### src/sv/mhte_pkg.sv
// Shared types, widths, constants and helper functions for the heater thermostat encoder.
package mhte_pkg;

    // Number of heater channels the select button cycles through (2 to 8)
    localparam int CHANNELS = 4;
    localparam int CH_W     = (CHANNELS > 4) ? 3 : 2;

    // Field widths
    localparam int RAW_W    = 12;
    localparam int TEMP_W   = 13;
    localparam int SP_W     = 10;
    localparam int CNT_W    = 16;
    localparam int DB_W     = 10;
    localparam int OFS_W    = 10;
    localparam int NUM_TEMP = 4;
    localparam int NUM_SP   = 3;

    // Reset values and limits
    localparam logic [SP_W-1:0]  SP_RESET       = 10'd350;
    localparam logic [SP_W-1:0]  SP_MAX         = 10'd1023;
    localparam logic [CNT_W-1:0] CNT_MAX        = 16'hFFFF;
    localparam logic [CNT_W-1:0] INTERVAL_RESET = 16'd500;
    localparam logic [DB_W-1:0]  DEBOUNCE_RESET = 10'd50;
    localparam logic [OFS_W-1:0] OFFSET_RESET   = 10'd400;

    // Configuration register indexes
    localparam int CFG_IDX_W = 2;
    localparam logic [CFG_IDX_W-1:0] CFG_SAMPLE_INTERVAL = 2'd0;
    localparam logic [CFG_IDX_W-1:0] CFG_DEBOUNCE        = 2'd1;
    localparam logic [CFG_IDX_W-1:0] CFG_FIRST_OFFSET    = 2'd2;
    localparam int CFG_DATA_W = 16;

    // Quadrature step direction
    typedef enum logic [1:0] {
        ENC_HOLD = 2'd0,
        ENC_UP   = 2'd1,
        ENC_DOWN = 2'd2
    } enc_dir_t;

    typedef logic [NUM_SP-1:0][SP_W-1:0]     sp_arr_t;
    typedef logic [NUM_TEMP-1:0][TEMP_W-1:0] temp_arr_t;

    // One registered input request
    typedef struct packed {
        logic                           enc_a;
        logic                           enc_b;
        logic                           button_low;
        logic                           ms_tick;
        logic [NUM_TEMP-1:0][RAW_W-1:0] temp;
        logic [NUM_TEMP-1:0]            fault_mask;
    } in_item_t;

    // Transition table: previous pins in the high bits, new pins in the low bits
    function automatic enc_dir_t enc_decode(input logic [3:0] code);
        enc_dir_t dir;
        unique case (code)
            4'd13, 4'd4, 4'd2, 4'd11: dir = ENC_UP;
            4'd14, 4'd7, 4'd1, 4'd8:  dir = ENC_DOWN;
            default:                  dir = ENC_HOLD;
        endcase
        return dir;
    endfunction

    // Channel three borrows setpoint one; channels past three have none
    function automatic logic [SP_W-1:0] setpoint_of(input logic [CH_W-1:0] ch,
                                                    input sp_arr_t sp);
        logic [SP_W-1:0] v;
        if (ch == CH_W'(0))      v = sp[0];
        else if (ch == CH_W'(1)) v = sp[1];
        else if (ch == CH_W'(2)) v = sp[2];
        else if (ch == CH_W'(3)) v = sp[1];
        else                     v = '0;
        return v;
    endfunction

endpackage

### src/sv/mhte_in_reg.sv
// Input register stage: captures one request and holds it until the state stage takes it.
module mhte_in_reg
    import mhte_pkg::*;
(
    input  logic     aclk,
    input  logic     aresetn,
    input  logic     s_valid,
    output logic     s_ready,
    input  in_item_t s_item,
    input  logic     take,
    output logic     p_valid,
    output in_item_t p_item
);

    logic     valid_reg;
    in_item_t item_reg;

    // Room when empty or when the held request moves on this cycle
    assign s_ready = !valid_reg || take;
    assign p_valid = valid_reg;
    assign p_item  = item_reg;

    always_ff @(posedge aclk) begin
        if (!aresetn) begin
            valid_reg <= 1'b0;
        end else if (s_ready) begin
            valid_reg <= s_valid;
        end
        if (s_valid && s_ready) begin
            item_reg <= s_item;
        end
    end

endmodule

### src/sv/mhte_thermo.sv
// Thermostat state: encoder setpoints, button select, sample timing, heaters, result register.
module mhte_thermo
    import mhte_pkg::*;
(
    input  logic                  aclk,
    input  logic                  aresetn,
    input  logic                  cfg_we,
    input  logic [CFG_IDX_W-1:0]  cfg_index,
    input  logic [CFG_DATA_W-1:0] cfg_wdata,
    input  logic                  p_valid,
    input  in_item_t              p_item,
    output logic                  take,
    output logic                  m_valid,
    input  logic                  m_ready,
    output logic [NUM_TEMP-1:0]   heater_mask,
    output logic [1:0]            selected_channel,
    output logic [SP_W-1:0]       shown_setpoint,
    output logic [TEMP_W-1:0]     shown_temperature
);

    // Configuration
    logic [CNT_W-1:0] interval_reg;
    logic [DB_W-1:0]  debounce_reg;
    logic [OFS_W-1:0] offset_reg;

    // Controller state
    logic [1:0]          pins_reg;
    sp_arr_t             sp_reg,  sp_next;
    logic [CH_W-1:0]     ch_reg,  ch_next;
    logic [CNT_W-1:0]    press_reg, press_next;
    logic                await_reg, await_next;
    logic [CNT_W-1:0]    sample_reg, sample_next;
    temp_arr_t           lat_reg, lat_next;
    logic [NUM_TEMP-1:0] heat_reg, heat_next;

    // Result register
    logic                m_valid_reg;
    logic [NUM_TEMP-1:0] heater_reg;
    logic [1:0]          sel_reg;
    logic [SP_W-1:0]     shown_sp_reg;
    logic [TEMP_W-1:0]   shown_t_reg;

    logic [1:0]       pins;
    enc_dir_t         dir;
    logic [CNT_W-1:0] press_cnt, sample_cnt;
    logic             press_hit, sample_hit;
    logic [SP_W-1:0]  sel_sp;
    logic [SP_W-1:0]  cur_sp;

    assign take = p_valid && (!m_valid_reg || m_ready);

    assign pins   = {p_item.enc_a, p_item.enc_b};
    assign dir    = enc_decode({pins_reg, pins});
    assign cur_sp = (ch_reg < CH_W'(NUM_SP)) ? sp_reg[ch_reg[1:0]] : '0;

    // Encoder, millisecond counters, button, then sample instant
    always_comb begin
        sp_next = sp_reg;
        if (ch_reg < CH_W'(NUM_SP)) begin
            unique case (dir)
                ENC_UP:   if (cur_sp != SP_MAX) sp_next[ch_reg[1:0]] = cur_sp + 1'b1;
                ENC_DOWN: if (cur_sp != '0)     sp_next[ch_reg[1:0]] = cur_sp - 1'b1;
                default:  ;
            endcase
        end

        press_cnt  = press_reg;
        sample_cnt = sample_reg;
        if (p_item.ms_tick) begin
            if (press_reg != CNT_MAX)  press_cnt  = press_reg + 1'b1;
            if (sample_reg != CNT_MAX) sample_cnt = sample_reg + 1'b1;
        end

        press_hit  = p_item.button_low && !await_reg &&
                     (press_cnt > CNT_W'(debounce_reg));
        press_next = press_hit ? '0 : press_cnt;
        if (!p_item.button_low) begin
            await_next = 1'b0;
        end else begin
            await_next = await_reg || press_hit;
        end
        ch_next = ch_reg;
        if (press_hit) begin
            ch_next = (ch_reg == CH_W'(CHANNELS - 1)) ? '0 : ch_reg + 1'b1;
        end

        sample_hit  = (sample_cnt >= interval_reg);
        sample_next = sample_hit ? '0 : sample_cnt;
        lat_next    = lat_reg;
        heat_next   = heat_reg;
        if (sample_hit) begin
            for (int i = 0; i < NUM_TEMP; i++) begin
                if (p_item.fault_mask[i]) begin
                    lat_next[i] = '0;
                end else if (i == 0) begin
                    lat_next[i] = TEMP_W'(p_item.temp[i]) + TEMP_W'(offset_reg);
                end else begin
                    lat_next[i] = TEMP_W'(p_item.temp[i]);
                end
                heat_next[i] = lat_next[i] <
                    TEMP_W'({setpoint_of(CH_W'(i), sp_next), 2'b00});
            end
        end

        sel_sp = setpoint_of(ch_next, sp_next);
    end

    // Configuration writes
    always_ff @(posedge aclk) begin
        if (!aresetn) begin
            interval_reg <= INTERVAL_RESET;
            debounce_reg <= DEBOUNCE_RESET;
            offset_reg   <= OFFSET_RESET;
        end else if (cfg_we) begin
            unique case (cfg_index)
                CFG_SAMPLE_INTERVAL: interval_reg <= cfg_wdata;
                CFG_DEBOUNCE:        debounce_reg <= cfg_wdata[DB_W-1:0];
                CFG_FIRST_OFFSET:    offset_reg   <= cfg_wdata[OFS_W-1:0];
                default:             ;
            endcase
        end
    end

    // State update and result capture
    always_ff @(posedge aclk) begin
        if (!aresetn) begin
            pins_reg    <= '0;
            sp_reg      <= {NUM_SP{SP_RESET}};
            ch_reg      <= '0;
            press_reg   <= '0;
            await_reg   <= 1'b0;
            sample_reg  <= '0;
            lat_reg     <= '0;
            heat_reg    <= '0;
            m_valid_reg <= 1'b0;
        end else begin
            if (take) begin
                pins_reg    <= pins;
                sp_reg      <= sp_next;
                ch_reg      <= ch_next;
                press_reg   <= press_next;
                await_reg   <= await_next;
                sample_reg  <= sample_next;
                lat_reg     <= lat_next;
                heat_reg    <= heat_next;
                m_valid_reg <= 1'b1;
            end else if (m_ready) begin
                m_valid_reg <= 1'b0;
            end
        end
        if (take) begin
            heater_reg   <= heat_next;
            sel_reg      <= ch_next[1:0];
            shown_sp_reg <= sel_sp;
            shown_t_reg  <= (int'(ch_next) < NUM_TEMP) ? lat_next[ch_next[1:0]] : '0;
        end
    end

    assign m_valid           = m_valid_reg;
    assign heater_mask       = heater_reg;
    assign selected_channel  = sel_reg;
    assign shown_setpoint    = shown_sp_reg;
    assign shown_temperature = shown_t_reg;

    // A request only moves when the result slot is free or draining
    a_take_room: assert property (@(posedge aclk) disable iff (!aresetn)
        take |-> (!m_valid_reg || m_ready))
        else $error("request taken while result register blocked");

    // An accepted press restarts the debounce count and arms release wait
    a_press: assert property (@(posedge aclk) disable iff (!aresetn)
        (take && press_hit) |=> (await_reg && press_reg == '0))
        else $error("press did not arm release wait");

    // A sample instant restarts the sample interval
    a_sample: assert property (@(posedge aclk) disable iff (!aresetn)
        (take && sample_hit) |=> (sample_reg == '0))
        else $error("sample counter not cleared");

    // Without a taken request the setpoints and channel hold
    a_hold: assert property (@(posedge aclk) disable iff (!aresetn)
        !take |=> ($stable(sp_reg) && $stable(ch_reg)))
        else $error("state changed without a request");

    // Channel stays in range
    a_ch_range: assert property (@(posedge aclk) disable iff (!aresetn)
        int'(ch_reg) < CHANNELS)
        else $error("channel out of range");

endmodule

### src/sv/multi_heater_thermostat_encoder_core.sv
// Path: an accepted request sits in the input register, then one registered pass moves it
//   into the state/result register, which drives result valid.
// Throughput: one request per cycle while m_ready stays high; each update is one registered pass.
// Input ready follows the result register: a request moves on whenever the result is free or taken.
// Reset (aresetn low, synchronous): setpoints 350, channel 0, counters 0, latched readings 0,
//   heaters off, configuration back to 500 ms interval, 50 ms debounce, 400 offset.
module multi_heater_thermostat_encoder_core
    import mhte_pkg::*;
(
    input  logic                  aclk,
    input  logic                  aresetn,
    input  logic                  cfg_we,
    input  logic [CFG_IDX_W-1:0]  cfg_index,
    input  logic [CFG_DATA_W-1:0] cfg_wdata,
    input  logic                  s_valid,
    output logic                  s_ready,
    input  logic                  s_enc_a,
    input  logic                  s_enc_b,
    input  logic                  s_button_low,
    input  logic                  s_ms_tick,
    input  logic [RAW_W-1:0]      s_temp_ch0,
    input  logic [RAW_W-1:0]      s_temp_ch1,
    input  logic [RAW_W-1:0]      s_temp_ch2,
    input  logic [RAW_W-1:0]      s_temp_ch3,
    input  logic [NUM_TEMP-1:0]   s_fault_mask,
    output logic                  m_valid,
    input  logic                  m_ready,
    output logic [NUM_TEMP-1:0]   m_heater_mask,
    output logic [1:0]            m_selected_channel,
    output logic [SP_W-1:0]       m_shown_setpoint,
    output logic [TEMP_W-1:0]     m_shown_temperature
);

    in_item_t s_item, p_item;
    logic     p_valid, take;

    // Pack the request fields
    always_comb begin
        s_item            = '0;
        s_item.enc_a      = s_enc_a;
        s_item.enc_b      = s_enc_b;
        s_item.button_low = s_button_low;
        s_item.ms_tick    = s_ms_tick;
        s_item.temp[0]    = s_temp_ch0;
        s_item.temp[1]    = s_temp_ch1;
        s_item.temp[2]    = s_temp_ch2;
        s_item.temp[3]    = s_temp_ch3;
        s_item.fault_mask = s_fault_mask;
    end

    mhte_in_reg u_in_reg (
        .aclk    (aclk),
        .aresetn (aresetn),
        .s_valid (s_valid),
        .s_ready (s_ready),
        .s_item  (s_item),
        .take    (take),
        .p_valid (p_valid),
        .p_item  (p_item)
    );

    mhte_thermo u_thermo (
        .aclk              (aclk),
        .aresetn           (aresetn),
        .cfg_we            (cfg_we),
        .cfg_index         (cfg_index),
        .cfg_wdata         (cfg_wdata),
        .p_valid           (p_valid),
        .p_item            (p_item),
        .take              (take),
        .m_valid           (m_valid),
        .m_ready           (m_ready),
        .heater_mask       (m_heater_mask),
        .selected_channel  (m_selected_channel),
        .shown_setpoint    (m_shown_setpoint),
        .shown_temperature (m_shown_temperature)
    );

endmodule

### config.mk
export PLATFORM = sky130hd
export DESIGN_NAME = multi_heater_thermostat_encoder_core
export DESIGN_NICKNAME = d
export VERILOG_FILES = /design/src/sv/mhte_pkg.sv /design/src/sv/mhte_in_reg.sv /design/src/sv/mhte_thermo.sv /design/src/sv/multi_heater_thermostat_encoder_core.sv
export SDC_FILE = /design/constraint.sdc
export NUM_CORES = 1
export LEC_CHECK = 0
export BUFFER_PORTS_ARGS = -buffer_cell sky130_fd_sc_hd__buf_2
export CAP_MARGIN = 20
export CELL_PAD_IN_SITES_DETAIL_PLACEMENT = 1
export CELL_PAD_IN_SITES_GLOBAL_PLACEMENT = 1
export CORE_MARGIN = 1.5
export CORE_UTILIZATION = 45
export CTS_BUF_LIST = sky130_fd_sc_hd__clkbuf_4
export DETAILED_ROUTE_END_ITERATION = 8
export PLACE_DENSITY = 0.8
export SYNTH_ARGS = -nofsm -noshare
export SYNTH_HDL_FRONTEND = slang
export SYNTH_HIERARCHICAL = 1
export SYNTH_SLANG_ARGS = --single-unit
### constraint.sdc
create_clock -name aclk -period 8.6 [get_ports aclk]
set_clock_uncertainty 0.1 [all_clocks]
set_input_delay 1.29 -clock aclk [delete_from_list [all_inputs] [get_ports aclk]]
set_output_delay 1.29 -clock aclk [all_outputs]
set_load 0.01 [all_outputs]
==> impl_results.md, run 1 <==
* CTS HTree Levels at 3
* Hold Buf Count CTS at 0
* Layout cells sized above 1 at 17.5%
* First-pass GRT wire length at 72200 um
* Initial Util at between 40% and 50%
* Hold Path Class: register to register
* Net switching power at 950 uW
* Period minus WS final at 6660 ps
* Clock Path Buffers at 3
* Postcts setup bufs at 0
* Mapped cell area at 0.0143 sq mm
* Post-Synth Simple-Gate Area at 20.6%
* Number of fill cells at between 3000 and 4000
* Area growth syn-to-layout at 12.6%
* Setup crit start kind: register
* Register area at 0.00578 sq mm
* Share of the yosys chip area belonging to registers at 40.5%
* Post-synth cell types at 100
* Total Wirelength at 45400 um
* PD cells at 191 mW/mm^2
* Die height at 181 um
* Worst path max stage delay at about 730 ps
* Setup_tns at 0 ps
* Post-Synthesis Cells at 1573
* Top cells by count, synth: nand2_1 (316), dfxtp_1 (161), edfxtp_1 (85)
* Logic pwr share at about a fifth
* Post-DRT Antenna Nets at 0
* Detailed placement HPWL at ~32000 um
* Root Buffer: clkbuf_4
* RSZ-0062 raised after global routing: false
* Critical path type: register to register
* Critical path's most frequent cell: ha_1
* Cells along the critical path: buf_4 > ha_1 > clkinv_1 > nand2_1 > ha_1 > inv_1 > nor2_1 > a41oi_2 > o31ai_2 > nor2_1 > a222oi_1 > ha_1 > a21o_1 > a21oi_1 > nor2b_1 > o21ai_0 > nand2b_1 > a21oi_1 > nor2b_1 > or4b_2 > o21ai_0
* Yosys top cell area share at 22.6%
* Die Area at roughly 0.033 sq mm
* Worst-Margin Slew at ~1100 ps
* Sequential share of power at 42.2%
* Largest family of logic cells by synthesized area: compound AO/OA/AOI/OAI gates
* Final setup fails at 0
* Crit path required time at around 9000 ps
* Max FFs per register at 56
* CTS Buf Count at 72
* Final period utilization at roughly 77%
* Mapped Nets at 1735
* Via density per instance at 5.94
* DRC at 0
* Count of TritonRoute iterations in the first routing pass at 5
* CP endpoint kind: register
* Die X at roughly 180 um
* Power Total at 3070 uW
* Max-cap viol count at 0
* CTS clock-pin slew for the worst setup and hold paths at 70 ps
* Detailed Route Iter0 Violations at between 900 and 1000
* Vias in the first global route at 13300
* Clock share of power at 38.5%
* Yosys top cell by area: dfxtp_1
* Vias at 12700
* Top cells by area, synth: dfxtp_1 (23%), edfxtp_1 (18%), nand2_1 (8.3%), ha_1 (7.2%), a21boi_0 (3.9%)
* Total Nets Final at 1846
* Ys async rst share at 0%
* XOR/XNOR share of the synthesized area at 2.52%
* Maximum fanout along the worst path at 30
* I/O pin cnt at 110
* GRT overflow at 0
* Slew headroom at 25.8%
* Multi-input logic area at 0.00793 sq mm
* Synth Area in Adders at 7.34%
* Cell leakage power at around 0.0065 uW
* Tot GR Track Use at 27.8%
* Outcome: finished clean
* Worst skew pair latency at 690 ps
* Mux cell area share after synthesis at 4.32%
* Sw frac at between 30% and 40%
* # rows at 64
* Largest net degree at the start of global routing at 85
* Compound-Gate Fraction of Synth Area at 20.7%
* Antenna violations before repair at 1
* Yosys warns at 6
* Max-slew violation count at 0
* CTS sink cnt at 246
* Routed WL per cell at between 20 and 25 um
* Gpl congestion at about 0.89
* Internal Dissipation at 2120 uW
* Setup slack, reg-to-reg at between 1500 and 2000 ps
* Post-Syn Area per Cell at 9.06 sq um
* Hold Violations, Final at 0
* PostCTS Resize Cnt at 0
* Slowest-stage cell, CP: ha_1
* Synthesis-stage register bit count at 246
* # port buffers at approximately 110
* Core ar. at roughly 0.031 sq mm
* Peak Freq at 150 MHz
* CP arrival at around 7200 ps
* Post-synth top flop: dfxtp_1
* VDD IR max at approximately 0.00014 V
* CTS tree: built
* Number of synthesized flops with an enable pin at 85
* Most common cell in the synthesized netlist: nand2_1
## final cells by class
type,count,share of cell area (%)
diodes,1,0.0156
clock buffers,120,5.61
clock inverters,12,0.499
inverters,56,1.33
multi-input cells,1187,49.4
flip-flops and latches,246,36.0
well taps,396,3.09
repair buffers,121,4.05
## kinds of logic (layout without fill, tap and decap cells)
logic type                 after synthesis  after routing
buffers and inverters                  140            309
AOI/OAI and AO/OA                      396            396
adders and majority gates               83             83
xor gates and xnor gates                41             41
other                                    0              1
and+or+nand+nor                        608            608
muxes                                   59             59
DFF                                    246            246
## per-stage QoR
stage                     cell area, sq um  util (%)  worst slack, ps  std cells  hold slack [ps]
after floorplan                      14300         -             3490       1573              335
after global placement               15000      48.7             2330       2005              343
after detailed placement             15000      48.7             1990       2005              355
after CTS                            16000      51.8             1970       2137              364
after global routing                 16000      51.9             1400       2139              388
final                                16000      51.9             1940       2139              363
## power by group through the flow
| stage | Sequential, uW | Combinational (uW) | Clock, uW |
|---|---|---|---|
| floorplan | 1310 | 383 | 0 |
| global placement | 1320 | 558 | 0 |
| detailed placement | 1320 | 578 | 0 |
| CTS | 1300 | 583 | 1220 |
| global route | 1300 | 642 | 1290 |
| finish | 1300 | 593 | 1180 |
## cell usage in the layout, fill, tap and decap left out, drive strengths merged, types with 10 or more instances in the layout
master	Yosys	routed
a21boi	78	78
a21oi	69	69
a221o	14	14
a222oi	18	18
a22oi	10	10
a31oi	15	15
and2	15	15
and3	19	19
buf	27	121
clkbuf	57	120
dfxtp	161	161
edfxtp	85	85
ha	82	82
inv	55	57
mux2	10	10
mux2i	49	49
nand2	317	317
nand2b	13	13
nand3	36	36
nand4	14	14
nor2	60	60
nor2b	65	65
nor3	22	22
o211a	16	16
o211ai	29	29
o21ai	53	53
xnor2	30	30
xor2	11	11
## final timing paths
path / startpoint / to / cells after the start
worst min register to register: u_thermo/heat_reg[3] / u_thermo/heat_reg[3] / 2
worst min-delay path: u_thermo/heat_reg[3] / u_thermo/heat_reg[3] / 2
worst max register to register: u_thermo/ch_reg[1] / u_thermo/heat_reg[1] / 21
worst max-delay path: u_thermo/ch_reg[1] / u_thermo/heat_reg[1] / 21
## worst max-delay path, delay by kind of cell, from the launching register on
family                     cells  cell delay, ps
AOI/OAI and AO/OA              8            2170
adders and majority gates      3            1410
buffers and inverters          3             890
DFF                            1             310
and+or+nand+nor                7            1670
## metal layers
metal  vias up  track usage (%)  part of all wire (%)
met3        99             5.28                   5.5
met5         -                0                     0
met1      6247             36.5                    45
met4         0             11.9                   3.3
li1       5973                -                     -
met2       386             44.8                    47
Note: power is estimated with default switching activity, not from simulation.
==> inputs of run 2 (changes only) <==
--- a/config.mk
+++ b/config.mk
@@ -5,15 +5,16 @@
 export SDC_FILE = /design/constraint.sdc
 export NUM_CORES = 1
 export LEC_CHECK = 0
+export ABC_AREA = 1
 export BUFFER_PORTS_ARGS = -buffer_cell sky130_fd_sc_hd__buf_2
 export CAP_MARGIN = 20
 export CELL_PAD_IN_SITES_DETAIL_PLACEMENT = 1
 export CELL_PAD_IN_SITES_GLOBAL_PLACEMENT = 1
 export CORE_MARGIN = 1.5
-export CORE_UTILIZATION = 45
+export CORE_UTILIZATION = 42
 export CTS_BUF_LIST = sky130_fd_sc_hd__clkbuf_4
 export DETAILED_ROUTE_END_ITERATION = 8
-export PLACE_DENSITY = 0.8
+export PLACE_DENSITY = 0.81
 export SYNTH_ARGS = -nofsm -noshare
 export SYNTH_HDL_FRONTEND = slang
 export SYNTH_HIERARCHICAL = 1
==> constraint.sdc (replaced) <==
create_clock -name aclk -period 5.4 [get_ports aclk]
set_clock_uncertainty 0.1 [all_clocks]
set_input_delay 0.81 -clock aclk [delete_from_list [all_inputs] [get_ports aclk]]
set_output_delay 0.81 -clock aclk [all_outputs]
set_load 0.01 [all_outputs]
==> run 2 against run 1 <==
- sequential share of layout area shrank 1.6 points
- synthesized cell count grew 29%
- die area grew 13%
- setup slack lost 1300 ps
- fmax grew 40%
- wire length grew 15%
- via count grew 14%
- register-to-register slack lost 1300 ps
- clock power grew 54%
- design area grew 4.7%
- critical path depth grew 11
==> impl_results.md, run 2 <==
* Outcome: finished clean
* Hold Buf Count CTS at 0 (unchanged)
* WHS Path Cells at 1 (-1)
* Final setup fails at 0 (unchanged)
* Post-Syn Area per Cell at 7.41 sq um (-18%)
* Vias in the first global route at 15000 (+13%)
* Share of the yosys chip area belonging to registers at 38.5% (-2.0 points)
* Most common cell after layout, fill and taps aside: nand2_1
* PostCTS Resize Cnt at 0 (unchanged)
* Tot GR Track Use at 28.8% (+1.1 points)
* Setup ws final at 635 ps (-1300 ps)
* Max FFs per register at 56 (unchanged)
* Setup_tns at 0 ps (unchanged)
* Hold Path Class: input pin to register
* Dpl cell area at 0.0159 sq mm (+5.5%)
* Worst R2R Path Depth at 32 (+52%)
* Cell leakage power at 0.00759 uW (+18%)
* Root Buffer: clkbuf_4
* Number of synthesized flops with an enable pin at 85 (unchanged)
* Worst skew pair latency at 750 ps (+60 ps)
* Critical path type: register to register
* CTS sink cnt at 246 (unchanged)
* Yosys top cell by area: dfxtp_1
* Post-DRT Antenna Nets at 0 (unchanged)
* Terminus of the critical flop-to-flop path: u_thermo/shown_temperature[10]
* Most common cell in the synthesized netlist: nand2_1
* Via density per instance at 5.48 (-7.8%)
* I/O pin cnt at 110 (unchanged)
* Max-slew violation count at 0 (unchanged)
* WHS Endpoint: u_in_reg/p_item[40]
* PD cells at 315 mW/mm^2 (+65%)
* Routed WL per cell at 19.7 um (-7.2%)
* Die X at 192 um (+6.1%)
* Die height at 192 um (+6.1%)
* Total Nets Final at 2299 (+25%)
* GRT overflow at 0 (unchanged)
* Count of TritonRoute iterations in the first routing pass at 5 (unchanged)
* Yosys warns at 6 (unchanged)
* Max-cap viol count at 0 (unchanged)
* Hold Violations, Final at 0 (unchanged)
* Pre-CTS WS at 734 ps (-1260 ps)
* # rows at 69 (+7.8%)
* RR Startpoint: u_thermo/press_reg[0]
* Post-synth cell types at 55 (-45%)
* Post-route cell area at 0.0168 sq mm (+4.7%)
* Layout cells sized above 1 at 16.7% (-0.75 points)
* Die Area at 0.0369 sq mm (+13%)
* Post-synth top flop: dfxtp_1
* Yosys top cell area share at 21.5% (-1.1 points)
* Setup crit start kind: register
* Slowest-stage cell, CP: nand2_2
* CTS HTree Levels at 3 (unchanged)
* Core ar. at 0.0354 sq mm (+15%)
* Critical path's most frequent cell: nand2_1
* Final period utilization at 88.2% (+11 points)
* Period minus WS final at 4760 ps (-1900 ps)
* Gpl congestion at 0.979 (+9.7%)
* First-pass GRT wire length at 81900 um (+13%)
* # port buffers at 109 (unchanged)
* VDD IR max at 0.000187 V (+35%)
* Crit path required time at 5890 ps (-3230 ps)
* Mapped cell area at 0.0150 sq mm (+5.3%)
* Peak Freq at 210 MHz (+40%)
* Postcts setup bufs at 0 (unchanged)
* Setup slack, reg-to-reg at 640 ps (-1300 ps)
* CTS clock-pin slew for the worst setup and hold paths at 60 ps (about the same)
* Area growth syn-to-layout at 12.0%
* Detailed Route Iter0 Violations at 781 (-19%)
* CTS tree: built
* Mapped Nets at 2186 (+26%)
* CP endpoint kind: register
* Synthesis-stage register bit count at 246 (unchanged)
* Ys async rst share at 0% (unchanged)
* WHS at 148 ps (-215 ps)
* Post-Synthesis Cells at 2024 (+29%)
* Initial Util at 42.4% (-3.7 points)
* Top cells by count, synth: nand2_1 (467), inv_1 (213), nor2_1 (191)
* Antenna violations before repair at 2 (+1)
* Slew headroom at 30.1% (+4.2 points)
* CTS Buf Count at 72 (unchanged)
* Worst path max stage delay at 490 ps (-240 ps)
* Clock Path Buffers at 3 (unchanged)
* Most frequent cells in the layout: nand2_1 (465), inv_1 (211), nor2_1 (190)
* CP arrival at 5260 ps (-1920 ps)
* Worst-Margin Slew at 1050 ps (-63.3 ps)
* Top cells by area, synth: dfxtp_1 (21%), edfxtp_1 (17%), nand2_1 (12%), ha_1 (6.8%), inv_1 (5.3%)
* RSZ-0062 raised after global routing: false
* Worst Hold Launch: s_temp_ch3[0]
* Vias at 14500 (+14%)
* DRC at 0 (unchanged)
* Total Wirelength at 52300 um (+15%)
* Largest net degree at the start of global routing at 85 (unchanged)
* Detailed placement HPWL at 38000 um (+18%)
* Maximum fanout along the worst path at 22 (-27%)
run 2: changes by cell type in the layout (fill, tap and decap cells not counted), moves of 75 or more:
cell and delta:
o21ai_0 +85, nand3_1 +89, nor2_1 +134, a21boi_0 -75, a21oi_1 +80, nand2_1 +151, inv_1 +160
run 2: worst max path at each step:
stage / from / endpoint / cells after the start
2_1_floorplan: m_ready / u_in_reg/p_item[0] / 8
5_1_grt: u_thermo/press_reg[0] / u_thermo/shown_temperature[10] / 32
6_report: u_thermo/press_reg[0] / u_thermo/shown_temperature[10] / 32
4_1_cts: u_thermo/press_reg[0] / u_thermo/shown_temperature[10] / 32
3_5_place_dp: u_thermo/press_reg[0] / u_thermo/shown_temperature[10] / 32
3_3_place_gp: u_thermo/sample_reg[0] / u_thermo/lat_reg[15] / 24
run 2: power breakdown:
group          total (uW)  leakage [uW]  internal [uW]  switching (uW)
Sequential           2090       0.00213           2020            66.7
Combinational        1390       0.00491            396             990
Clock                1820      0.000551            979             843
run 2: critical path, delay by kind of cell (launching register included):
kind | cells | cell delay (ps)
AOI/OAI and AO/OA | 1 | 190
xor gates and xnor gates | 1 | 120
adders and majority gates | 2 | 510
buffers and inverters | 3 | 270
DFF | 1 | 390
and+or+nand+nor | 25 | 3010
run 2: kinds of logic (layout without fill, tap and decap cells):
kind of cell	Yosys count	after routing	synth area share [%]
compound gates	427	427	16.6
xor+xnor	36	36	2.10
fa+ha+maj	83	83	6.97
buf+inv	331	498	9.01
flops	246	246	38.5
mux	1	1	0.0667
other cells	0	2	0
simple gates	900	900	26.8
run 2: cell type report:
class	instances	area, sq um
clock buffers	111	833
diodes	2	5.00
well taps	461	577
flip-flops and latches	246	5780
fillers	4559	18600
clock inverters	17	95.1
inverters	242	916
repair buffers	128	701
multi-input cells	1447	7900
run 2: metal layers:
| layer | wire length (um) | part of all wire (%) | track usage, % | vias up |
|---|---|---|---|---|
| met1 | 22400 | 43 | 35.1 | 7050 |
| met5 | 13 | 0.025 | 0 | - |
| li1 | - | - | - | 7000 |
| met4 | 1610 | 3.1 | 10.9 | 2 |
| met2 | 25600 | 49 | 50.1 | 366 |
| met3 | 2650 | 5.1 | 5.57 | 113 |
run 2: stage by stage:
step	total power [uW]	utilization (%)	instances
floorplan	3010	-	2024
global placement	3450	44.8	2524
detailed placement	3490	44.8	2524
CTS	5340	47.5	2652
global route	5590	47.5	2654
finish	5300	47.5	2654
